[src/design/matrix_multiply_accumulate_defines.svh]
// ----------------------------------------------------------------------------
// Matrix multiply-accumulate assertion macros
// Shared concurrent assertion forms, clocked on clk and disabled in reset.
// ----------------------------------------------------------------------------
`ifndef MATRIX_MULTIPLY_ACCUMULATE_DEFINES_SVH
`define MATRIX_MULTIPLY_ACCUMULATE_DEFINES_SVH

// Same-cycle implication
`define MMA_ASSERT_IMPL(lbl, ante, cons, msg) \
  lbl: assert property (@(posedge clk) disable iff (!rst_n) (ante) |-> (cons)) \
    else $error(msg);

// Next-cycle implication
`define MMA_ASSERT_NEXT(lbl, ante, cons, msg) \
  lbl: assert property (@(posedge clk) disable iff (!rst_n) (ante) |=> (cons)) \
    else $error(msg);

`endif

[src/design/mma_ram.sv]
`timescale 1ns / 1ps
// ----------------------------------------------------------------------------
// Generic RAM
// One write port, one read port with registered read data.
// ----------------------------------------------------------------------------
module mma_ram #(
  parameter int WIDTH  = 16,
  parameter int DEPTH  = 8,
  parameter int ADDR_W = (DEPTH > 1) ? $clog2(DEPTH) : 1
) (
  input  logic              clk,
  input  logic              we,
  input  logic [ADDR_W-1:0] waddr,
  input  logic [WIDTH-1:0]  wdata,
  input  logic [ADDR_W-1:0] raddr,
  output logic [WIDTH-1:0]  rdata
);

  logic [WIDTH-1:0] mem_r [DEPTH];
  logic [WIDTH-1:0] rdata_r;

  // Write and register the read word
  always_ff @(posedge clk) begin
    if (we) begin
      mem_r[waddr] <= wdata;
    end
    rdata_r <= mem_r[raddr];
  end

  assign rdata = rdata_r;

endmodule

[config.mk]
export PLATFORM = sky130hd
export DESIGN_NAME = mma_ram
export DESIGN_NICKNAME = d
export VERILOG_FILES = /design/src/design/matrix_multiply_accumulate_defines.svh /design/src/design/mma_ram.sv
export SDC_FILE = /design/constraint.sdc
export NUM_CORES = 1
export LEC_CHECK = 0
export BUFFER_PORTS_ARGS = -buffer_cell sky130_fd_sc_hd__buf_2
export CORE_MARGIN = 1
export CORE_UTILIZATION = 50
export CTS_CLUSTER_DIAMETER = 200
export CTS_CLUSTER_SIZE = 40
export DETAILED_ROUTE_END_ITERATION = 10
export PLACE_DENSITY_LB_ADDON = 0.25
export SYNTH_ARGS = -nofsm -noshare
export SYNTH_HDL_FRONTEND = slang
export SYNTH_SLANG_ARGS = --single-unit
[constraint.sdc]
create_clock -name clk -period 2.7 [get_ports clk]
set_input_delay 0.54 -clock clk [delete_from_list [all_inputs] [get_ports clk]]
set_output_delay 0.54 -clock clk [all_outputs]
set_load 0.02 [all_outputs]
==> reports/metrics.yaml <==
drt:
  drtPass1Iterations: 4
  drtIter0Drc: 92
  wl_um: 8620
  num_vias: 2288
  routed_via_density: 5.43
  ant_nets: 0
  routedWlPerCell_um: 20.5
  drc: 0
critical_path:
  end_kind: "output port"
  cp-start-kind: "flop"
  max_stage_delay_ps: 340
  cp_top_family: "flip-flops"
  required_ps: 2160
  crit_slowest_cell: "dfxtp_1"
  path_cells: "buf_2"
  worstPathMaxFanout: 1
  critPathKind: "reg2out"
  path_buf_inv: 1
  critical_path_arrival_ps: 1030
global_route:
  antenna_found_initial: 0
  grt-ovfl-total: 0
  grt_pass1_vias: 2331
  grt_pass1_wl_um: 13100
  grt_max_degree: 33
  grt_util_all_layers_pct: 17.4
logic_synthesis:
  post_synth.cell_area_avg_um2: 24.7
  ys_seq_area_share_pct: 78.7
  synth_area_leaders: "edfxtp_1 73%, mux4_1 14%, dfxtp_1 6.1%, mux2_2 3.4%, mux4_2 1.7%"
  syn_inst: 214
  synth_seq_cells: 144
  ys_warn_count: 0
  syn_area_mm2: 0.00529
  syn-num-nets: 238
  yosys.area.top_type: "edfxtp_1"
  ys_types: 12
  synth_top_area_share_pct: 72.6
placed_design:
  place_ws_ps: 686
  dpl.hpwl_um: 4470
  dp_cells: 389
  routabilityCongestion: 0.701
  port_buffers: 39
die:
  rows: 37
  start_util_pct: 51.5
  coreArea_mm2: 0.0103
  die_w_um: 105
  fp.dieArea_mm2: 0.0110
  ioPinCount: 40
  die_y_um: 105
power:
  power_mw: 5.42
  irDropWorstVdd_mv: 0.751
  power_density_mw_per_mm2: 852
  p_leak_nw: 2.23
sta:
  skew_ps: 7.07
  slew_headroom_pct: 52.5
  fin_crit_ps: 1570
  setup_viol: 0
  whs_ps: 286
  max_freq_ghz: 0.639
  hold_viol: 0
  worst_pin_slew_ps: 712
  timing.final.crit_share_pct: 58.0
  fin_ws_ps: 1130
  finalSetupTns_ps: 0
  rsz0062_at_grt: "false"
  drv_slew: 0
status:
  status: "finished, final reports clean"
layout:
  finalNonFillerCells: 421
  layout_common_cells: "128 x edfxtp_1, 39 x buf_2, 28 x mux4_1"
  nets: 296
  syn_to_final_growth_pct: 20.1
  fill_cells: 736
  drive_gt1_share_pct: 34.0
  antenna_cells: 0
  layout_commonest_cell: "edfxtp_1"
clock_tree:
  cts_buffers: 17
  cts_resized: 0
  clockRootBuffer: "clkbuf_8"
  cts_max_level: 4
  cts_tree: "yes"
  cts_hold_buf: 0
  clkTransAtPathRegs_ps: 60
  clock-sinks: 144
  postCtsSetupBuffers: 0
  clock_path_buffers: 2
  clk_latency_ps: 520
flow_run:
  max_cap_violations: 0
hold_path:
  hp-class: "in2reg"
[final cells by class]
| type | instances | area (µm²) | share of cell area (%) |
|---|---|---|---|
| clock buffers | 20 | 435 | 6.85 |
| clock inverters | 12 | 238 | 3.74 |
| multi-input cells | 61 | 1070 | 16.9 |
| flip-flops and latches | 144 | 4160 | 65.5 |
| well taps | 136 | 170 | 2.68 |
| repair buffers | 48 | 275 | 4.33 |
[cell usage after synthesis]
cell      instances
mux4_2            4
nand2b_1          3
dfxtp_1          16
nand2_1           2
mux2_2           16
edfxtp_1        128
nor2_1            6
buf_1             4
clkbuf_2          1
buf_6             4
nor3_1            2
mux4_1           28
[logic make-up after synthesis]
logic type    share of synthesized area (%)
flops                                  78.7
buf+inv                                1.23
simple gates                           1.11
mux                                    19.0
[worst paths after layout]
kind | from | end | slack, ps | depth (start not counted)
min | wdata[1] | mem_r[6][1] | 290 | 1
max reg2reg | mem_r[1][0] | rdata[0] | 1400 | 2
min reg2reg | mem_r[0][2] | rdata[2] | 660 | 2
max | rdata[6] | rdata[6] | 1130 | 1
[flip-flops by register name (all words and copies together), names as in the netlist]
| register | cells |
|---|---|
| mem_r | 128 |
| rdata | 16 |
[layer usage]
layer / share of wire (%) / routed length, µm / global-route usage [%]
met5: 0 / 0 / 0
met4: 1.9 / 161 / 9.05
met3: 3.2 / 274 / 5.55
met2: 51 / 4360 / 27.2
met1: 44 / 3830 / 22.2
[power breakdown]
part / internal (mW) / total (mW) / leakage, nW / switching (mW)
clock: 1.80 / 2.63 / 0.322 / 0.829
sequential: 2.52 / 2.54 / 1.30 / 0.0196
combinational: 0.114 / 0.255 / 0.612 / 0.140
total: 4.43 / 5.42 / 2.23 / 0.989
[stage by stage]
step	util [%]	instance area, µm²
after floorplan	-	5290
after global placement	55.3	5680
after detailed placement	55.3	5680
after CTS	61.9	6360
after global routing	61.9	6360
final	61.9	6360
(Power assumes the default switching activity.)
