**src/design/matrix_multiply_accumulate_defines.svh**
```systemverilog
// ----------------------------------------------------------------------------
// Matrix multiply-accumulate assertion macros
// Shared concurrent assertion forms, clocked on clk and disabled in reset.
// ----------------------------------------------------------------------------
`ifndef MATRIX_MULTIPLY_ACCUMULATE_DEFINES_SVH
`define MATRIX_MULTIPLY_ACCUMULATE_DEFINES_SVH

// Same-cycle implication
`define MMA_ASSERT_IMPL(lbl, ante, cons, msg) \
  lbl: assert property (@(posedge clk) disable iff (!rst_n) (ante) |-> (cons)) \
    else $error(msg);

// Next-cycle implication
`define MMA_ASSERT_NEXT(lbl, ante, cons, msg) \
  lbl: assert property (@(posedge clk) disable iff (!rst_n) (ante) |=> (cons)) \
    else $error(msg);

`endif

```
**src/design/mma_pkg.sv**
```systemverilog
`timescale 1ns / 1ps
// ----------------------------------------------------------------------------
// Matrix multiply-accumulate package
// Field widths, opcodes, register indexes and the token passed along the cells.
// ----------------------------------------------------------------------------
package mma_pkg;

  localparam int DEF_MAX_DIM = 8;
  localparam int DIM_LIMIT   = 8;
  localparam int DIM_W       = 4;
  localparam int ROW_W       = 3;
  localparam int VAL_W       = 16;
  localparam int PROD_W      = 32;
  localparam int ACC_W       = 40;
  localparam int CFG_IDX_W   = 2;

  typedef enum logic [1:0] {
    OP_LOAD_A  = 2'd0,
    OP_LOAD_B  = 2'd1,
    OP_LOAD_C  = 2'd2,
    OP_COMPUTE = 2'd3
  } opcode_t;

  typedef enum logic [CFG_IDX_W-1:0] {
    CFG_ROWS_M  = 2'd0,
    CFG_INNER_K = 2'd1,
    CFG_COLS_N  = 2'd2,
    CFG_UNUSED  = 2'd3
  } cfg_idx_t;

  typedef struct packed {
    logic                    valid;
    logic                    last;
    logic [ROW_W-1:0]        row;
    logic [ROW_W-1:0]        col;
    logic signed [ACC_W-1:0] acc;
  } mma_token_t;

  // Clamp a dimension register to the number of cells
  function automatic logic [DIM_W-1:0] eff_dim(input logic [DIM_W-1:0] r,
                                               input logic [DIM_W-1:0] cap);
    return (r > cap) ? cap : r;
  endfunction

endpackage

```
**src/design/mma_ram.sv**
```systemverilog
`timescale 1ns / 1ps
// ----------------------------------------------------------------------------
// Generic RAM
// One write port, one read port with registered read data.
// ----------------------------------------------------------------------------
module mma_ram #(
  parameter int WIDTH  = 16,
  parameter int DEPTH  = 8,
  parameter int ADDR_W = (DEPTH > 1) ? $clog2(DEPTH) : 1
) (
  input  logic              clk,
  input  logic              we,
  input  logic [ADDR_W-1:0] waddr,
  input  logic [WIDTH-1:0]  wdata,
  input  logic [ADDR_W-1:0] raddr,
  output logic [WIDTH-1:0]  rdata
);

  logic [WIDTH-1:0] mem_r [DEPTH];
  logic [WIDTH-1:0] rdata_r;

  // Write and register the read word
  always_ff @(posedge clk) begin
    if (we) begin
      mem_r[waddr] <= wdata;
    end
    rdata_r <= mem_r[raddr];
  end

  assign rdata = rdata_r;

endmodule

```
**src/design/mma_cell.sv**
```systemverilog
`timescale 1ns / 1ps
// ----------------------------------------------------------------------------
// Multiply-accumulate cell
// Holds column CELL_IDX of A and row CELL_IDX of B; if CELL_IDX < k, adds one
// saturated product to each passing accumulator, and hands it on registered.
// ----------------------------------------------------------------------------
module mma_cell import mma_pkg::*; #(
  parameter int DIM_CAP  = DIM_LIMIT,
  parameter int CELL_IDX = 0,
  parameter int AW       = (DIM_CAP > 1) ? $clog2(DIM_CAP) : 1
) (
  input  logic             clk,
  input  logic             rst_n,
  input  logic             wr_a_en,
  input  logic             wr_b_en,
  input  logic [AW-1:0]    wr_addr,
  input  logic [VAL_W-1:0] wr_data,
  input  logic [DIM_W-1:0] eff_k,
  input  mma_token_t       tok_in,
  output mma_token_t       tok_out
);

  logic signed [VAL_W-1:0]  a_q;
  logic signed [VAL_W-1:0]  b_q;
  mma_token_t               s1_tok_r;
  mma_token_t               s2_tok_r;
  mma_token_t               out_tok_r;
  mma_token_t               out_tok_nxt;
  logic signed [PROD_W-1:0] prod_r;
  logic signed [ACC_W:0]    sum;
  logic signed [ACC_W-1:0]  acc_nxt;
  logic                     active;

  // A column store, indexed by row
  mma_ram #(.WIDTH(VAL_W), .DEPTH(DIM_CAP), .ADDR_W(AW)) u_a_ram (
    .clk   (clk),
    .we    (wr_a_en),
    .waddr (wr_addr),
    .wdata (wr_data),
    .raddr (tok_in.row[AW-1:0]),
    .rdata (a_q)
  );

  // B row store, indexed by column
  mma_ram #(.WIDTH(VAL_W), .DEPTH(DIM_CAP), .ADDR_W(AW)) u_b_ram (
    .clk   (clk),
    .we    (wr_b_en),
    .waddr (wr_addr),
    .wdata (wr_data),
    .raddr (tok_in.col[AW-1:0]),
    .rdata (b_q)
  );

  assign active = (DIM_W'(CELL_IDX) < eff_k);

  // Saturate the product into the accumulator, or pass it beyond k
  always_comb begin
    sum = {s2_tok_r.acc[ACC_W-1], s2_tok_r.acc}
        + {{(ACC_W + 1 - PROD_W){prod_r[PROD_W-1]}}, prod_r};
    if (!active) begin
      acc_nxt = s2_tok_r.acc;
    end else if (sum[ACC_W] != sum[ACC_W-1]) begin
      acc_nxt = sum[ACC_W] ? {1'b1, {(ACC_W-1){1'b0}}} : {1'b0, {(ACC_W-1){1'b1}}};
    end else begin
      acc_nxt = sum[ACC_W-1:0];
    end
    out_tok_nxt     = s2_tok_r;
    out_tok_nxt.acc = acc_nxt;
  end

  // Advance token through read, multiply and add stages
  always_ff @(posedge clk) begin
    prod_r <= a_q * b_q;
    if (!rst_n) begin
      s1_tok_r  <= '0;
      s2_tok_r  <= '0;
      out_tok_r <= '0;
    end else begin
      s1_tok_r  <= tok_in;
      s2_tok_r  <= s1_tok_r;
      out_tok_r <= out_tok_nxt;
    end
  end

  assign tok_out = out_tok_r;

endmodule

```
**config.mk**
```make
export PLATFORM = sky130hd
export DESIGN_NAME = mma_cell
export DESIGN_NICKNAME = d
export VERILOG_FILES = /design/src/design/matrix_multiply_accumulate_defines.svh /design/src/design/mma_pkg.sv /design/src/design/mma_ram.sv /design/src/design/mma_cell.sv
export SDC_FILE = /design/constraint.sdc
export NUM_CORES = 1
export LEC_CHECK = 0
export BUFFER_PORTS_ARGS = -buffer_cell sky130_fd_sc_hd__buf_2
export CAP_MARGIN = 10
export CORE_ASPECT_RATIO = 1.5
export CORE_MARGIN = 2
export CORE_UTILIZATION = 45
export CTS_BUF_LIST = sky130_fd_sc_hd__clkbuf_4 sky130_fd_sc_hd__clkbuf_8
export CTS_CLUSTER_SIZE = 16
export DETAILED_ROUTE_END_ITERATION = 8
export GPL_ROUTABILITY_DRIVEN = 0
export HOLD_SLACK_MARGIN = 0.08
export SYNTH_ARGS = -nofsm -noshare
export SYNTH_HDL_FRONTEND = slang
export SYNTH_HIERARCHICAL = 1
export SYNTH_SLANG_ARGS = --single-unit
```
**constraint.sdc**
```tcl
create_clock -name clk -period 7.9 [get_ports clk]
set_input_delay 1.58 -clock clk [delete_from_list [all_inputs] [get_ports clk]]
set_output_delay 1.58 -clock clk [all_outputs]
set_load 0.01 [all_outputs]
```
==> results.md <==
- The required time reported for the critical path endpoint is 8.50 ns.
- The floorplan step set the die width to 208 um.
- Counting distinct cell types in the post-synthesis netlist gives 76.
- The number of global-route vias before repair came to 18.8k.
- Relative to the synthesized area, the layout overhead comes to 10.5%.
- For this configuration, the core starts out at a cell density of 45.4%.
- Along the worst path, the maximum fanout reaches 16.
- Dividing the detail-routed via count by the number of cells gives 5.24.
- The die covers 0.0646 sq mm.
- The core box area is 0.0621 sq mm.
- The path with the worst hold slack has its endpoint at out_tok_nxt[42].
- After detailed routing, the average wire length per cell comes to 18.9 um.
- The most used flip-flop cell after synthesis is sky130_fd_sc_hd__edfxtp_1.
- The critical path in this run is classified as reg -> reg.
- The kind of end point of the critical path is a register.
- The count of instances resized after the clock tree is built is 0.
- For this design the top-level I/O count stands at 123.
- The net count of the mapped netlist is 2,790.
- The count of endpoints failing hold in the final timing report is 0.
- The synthesized design contains 464 register bits.
- Entering global routing, the biggest net connects 132 pins.
- The proportion of layout cells with a drive suffix above 1 is 14.0%.
- The worst register-to-register path has a setup slack of 1.41 ns.
- The final count of pins violating max slew is 0.
- The first global-routing pass estimated 99.9 mm of wire.
- CTS built an H-tree with a depth of 3.
- Counting the buffers created by CTS gives 72.
- The total via count after detailed routing is 17.3k.
- The final-layout setup total negative slack is 0 ns.
- The mean area per synthesized cell is 12.1 sq um.
- The share of the Yosys chip area taken by registers is 42.1%.
- The final setup violation count is 0.
- In the synthesized netlist, the number of instances is 2,330.
- The total global routing overflow is 0.
- Summed over all layers, the routed wires come to 62.2 mm.
- Data arrives at the worst endpoint at 7.09 ns.
- At the pin with the least slew margin, the transition time is 1.16 ns.
- The initial antenna violation count is 2.
- The share of the cycle needed by the critical path after routing is 82.2%.
- The critical hold path startpoint is s1_tok_r[42].
- The detailed-route DRC error count is 0.
- The clock-pin slew on the worst setup and hold paths is 0.06 ns.
- Max-cap violations in this run came to 0.
- The cell area after synthesis is 0.0282 sq mm.
- The number of detailed-routing iterations run before antenna repair is 5.
- The capture point of the worst reg-to-reg path is prod_r[30].
- Global routing used 19.8% of the available tracks.
- Counting flops with a built-in enable in the synthesized netlist gives 256.
- Setup repair after global routing left no endpoint under its margin.
- The buffers inserted during post-CTS setup optimization is 0.
- The root buffer cell is sky130_fd_sc_hd__clkbuf_8.
- Counting instances, the worst hold path has a depth of 1.
- The row count is 112.
- STA classifies the critical path startpoint as a register.
- The share of flip-flops with an asynchronous set or reset is 0%.
- The flow ran to the end, and the final reports show no timing, DRC or antenna violations.
- CTS saw 464 sinks.
- The die extent in y is 310 um.
- The post-detailed-route count of antenna-violating nets is 0.
- The TritonCTS clock tree is yes.
- The clock skew is 0.0459 ns.
- The smallest clock period supported by the final layout is computed as 6.49 ns.
- The maximum count of clock buffers along a single path is 3.
- The cell count of the worst reg-to-reg path is 18.
- The worst register-to-register path begins at u_a_ram/rdata[10].
- The placed wire-length estimate is 47.1 mm.
- The clock latency on the worst-skew pair is 0.68 ns.
- The highest clock rate is 0.154 GHz.
- Buffers inserted to repair hold after CTS numbered 0.
- The total of buffers placed on input and output ports is 122.
- The type of the worst min-delay path is reg -> reg.
- The max-slew headroom at the worst pin is 22.6%.
- During synthesis, Yosys emitted a total of 6 warnings.
- After the last flow step, the layout net total stands at 2,903.
- The violation count after the first detailed-routing iteration is 924.
worst max-delay path by stage:
stage	startpoint	end	slack [ns]
2_1_floorplan	u_a_ram/rdata[10]	prod_r[30]	2.10
3_3_place_gp	u_a_ram/rdata[10]	prod_r[30]	1.59
3_5_place_dp	u_a_ram/rdata[10]	prod_r[30]	1.41
4_1_cts	u_a_ram/rdata[10]	prod_r[30]	1.40
5_1_grt	u_a_ram/rdata[10]	prod_r[30]	1.05
6_report	u_a_ram/rdata[10]	prod_r[30]	1.41
sequential cells by signal (all words and copies together) (netlist names):
signal	flops
u_b_ram/mem_r	128
u_a_ram/rdata	16
u_b_ram/rdata	16
tok_out	48
out_tok_nxt	8
u_a_ram/mem_r	128
s1_tok_r	48
prod_r	32
s2_tok_r	40
metrics by stage:
step / setup WS, ns / hold slack, ns / utilization, % / instances / instance area [sq um]
floorplan: 2.10 / 0.412 / - / 2330 / 28200
global placement: 1.59 / 0.415 / 47.5 / 3167 / 29500
detailed placement: 1.41 / 0.419 / 47.5 / 3167 / 29500
CTS: 1.40 / 0.416 / 50.1 / 3299 / 31100
global route: 1.05 / 0.441 / 50.1 / 3300 / 31100
finish: 1.41 / 0.424 / 50.1 / 3301 / 31100
synthesized netlist by cell type, types with 25 or more instances:
master | number | area (sq um)
sky130_fd_sc_hd__dfxtp_1 | 208 | 4160
sky130_fd_sc_hd__fa_1 | 263 | 5270
sky130_fd_sc_hd__nand2_1 | 160 | 601
sky130_fd_sc_hd__a21oi_1 | 96 | 480
sky130_fd_sc_hd__mux4_1 | 56 | 1470
sky130_fd_sc_hd__nor2_1 | 85 | 319
sky130_fd_sc_hd__ha_1 | 122 | 1530
sky130_fd_sc_hd__edfxtp_1 | 256 | 7690
sky130_fd_sc_hd__o21ai_0 | 54 | 270
sky130_fd_sc_hd__clkbuf_1 | 66 | 248
sky130_fd_sc_hd__inv_1 | 327 | 1230
sky130_fd_sc_hd__a21o_1 | 36 | 270
sky130_fd_sc_hd__mux2_2 | 32 | 360
sky130_fd_sc_hd__and2_1 | 234 | 1460
sky130_fd_sc_hd__xor2_1 | 26 | 228
sky130_fd_sc_hd__xnor2_1 | 42 | 368
sky130_fd_sc_hd__o22ai_1 | 25 | 156
worst max-delay path, stage by stage, from the launching register on:
cell,delay [ns]
sky130_fd_sc_hd__dfxtp_1,0.70
sky130_fd_sc_hd__nand2_1,0.18
sky130_fd_sc_hd__fa_1,0.55
sky130_fd_sc_hd__fa_1,0.58
sky130_fd_sc_hd__fa_1,0.45
sky130_fd_sc_hd__fa_1,0.55
sky130_fd_sc_hd__inv_1,0.05
sky130_fd_sc_hd__fa_1,0.49
sky130_fd_sc_hd__fa_1,0.41
sky130_fd_sc_hd__ha_1,0.35
sky130_fd_sc_hd__a21o_1,0.18
sky130_fd_sc_hd__a21o_1,0.17
sky130_fd_sc_hd__a21oi_1,0.17
sky130_fd_sc_hd__o21ai_0,0.10
sky130_fd_sc_hd__a211o_1,0.40
sky130_fd_sc_hd__a311oi_1,0.55
sky130_fd_sc_hd__o41ai_1,0.16
sky130_fd_sc_hd__a21oi_1,0.21
sky130_fd_sc_hd__xnor2_1,0.15
cell families (layout without fill, tap and decap cells):
logic type | Yosys count | count (layout) | share of synthesized area [%]
AOI/OAI and AO/OA | 331 | 331 | 8.16
muxes | 97 | 97 | 7.22
other | 0 | 2 | 0
DFF | 464 | 464 | 42.1
adders and majority gates | 385 | 385 | 24.1
xor gates and xnor gates | 68 | 68 | 2.11
and+or+nand+nor | 557 | 557 | 10.3
buffers and inverters | 428 | 599 | 6.05
area by class of cell:
class	count	area [sq um]
multi-input cells	1438	14700
flip-flops and latches	464	11900
fillers	5512	31000
repair buffers	140	748
inverters	327	1230
diodes	2	5.00
well taps	798	998
clock inverters	21	267
clock buffers	111	1360
placed cells by master (no fill, tap or decap), drive strengths merged, types with 8 or more instances in the layout:
cell    netlist  layout
a31oi        11      11
clkbuf       68     111
o21a         14      14
mux2         32      32
mux4         64      64
nor2         85      85
xnor2        42      42
nand2       160     160
a21o         36      36
fa          263     263
nand4        12      12
a211oi       10      10
and2        234     234
clkinv        0      12
inv         327     331
ha          122     122
nor3          8       8
o22ai        25      25
nand3        10      10
dfxtp       208     208
buf          33     140
o21ai        59      59
a311oi       17      17
xor2         26      26
a21oi        98      98
edfxtp      256     256
nand2b       15      15
or3           9       9
per-layer routing:
layer  up-vias  wire length (um)  GRT usage (%)
li1       8104                 -              -
met1      8573             23700           21.6
met2       469             33500           38.2
met3       159              2660           3.00
met4         0              2390           8.30
met5         -                 0              0
Power is not shown: default switching activity piles up to over one toggle a cycle in this logic, so the estimate is an artifact.
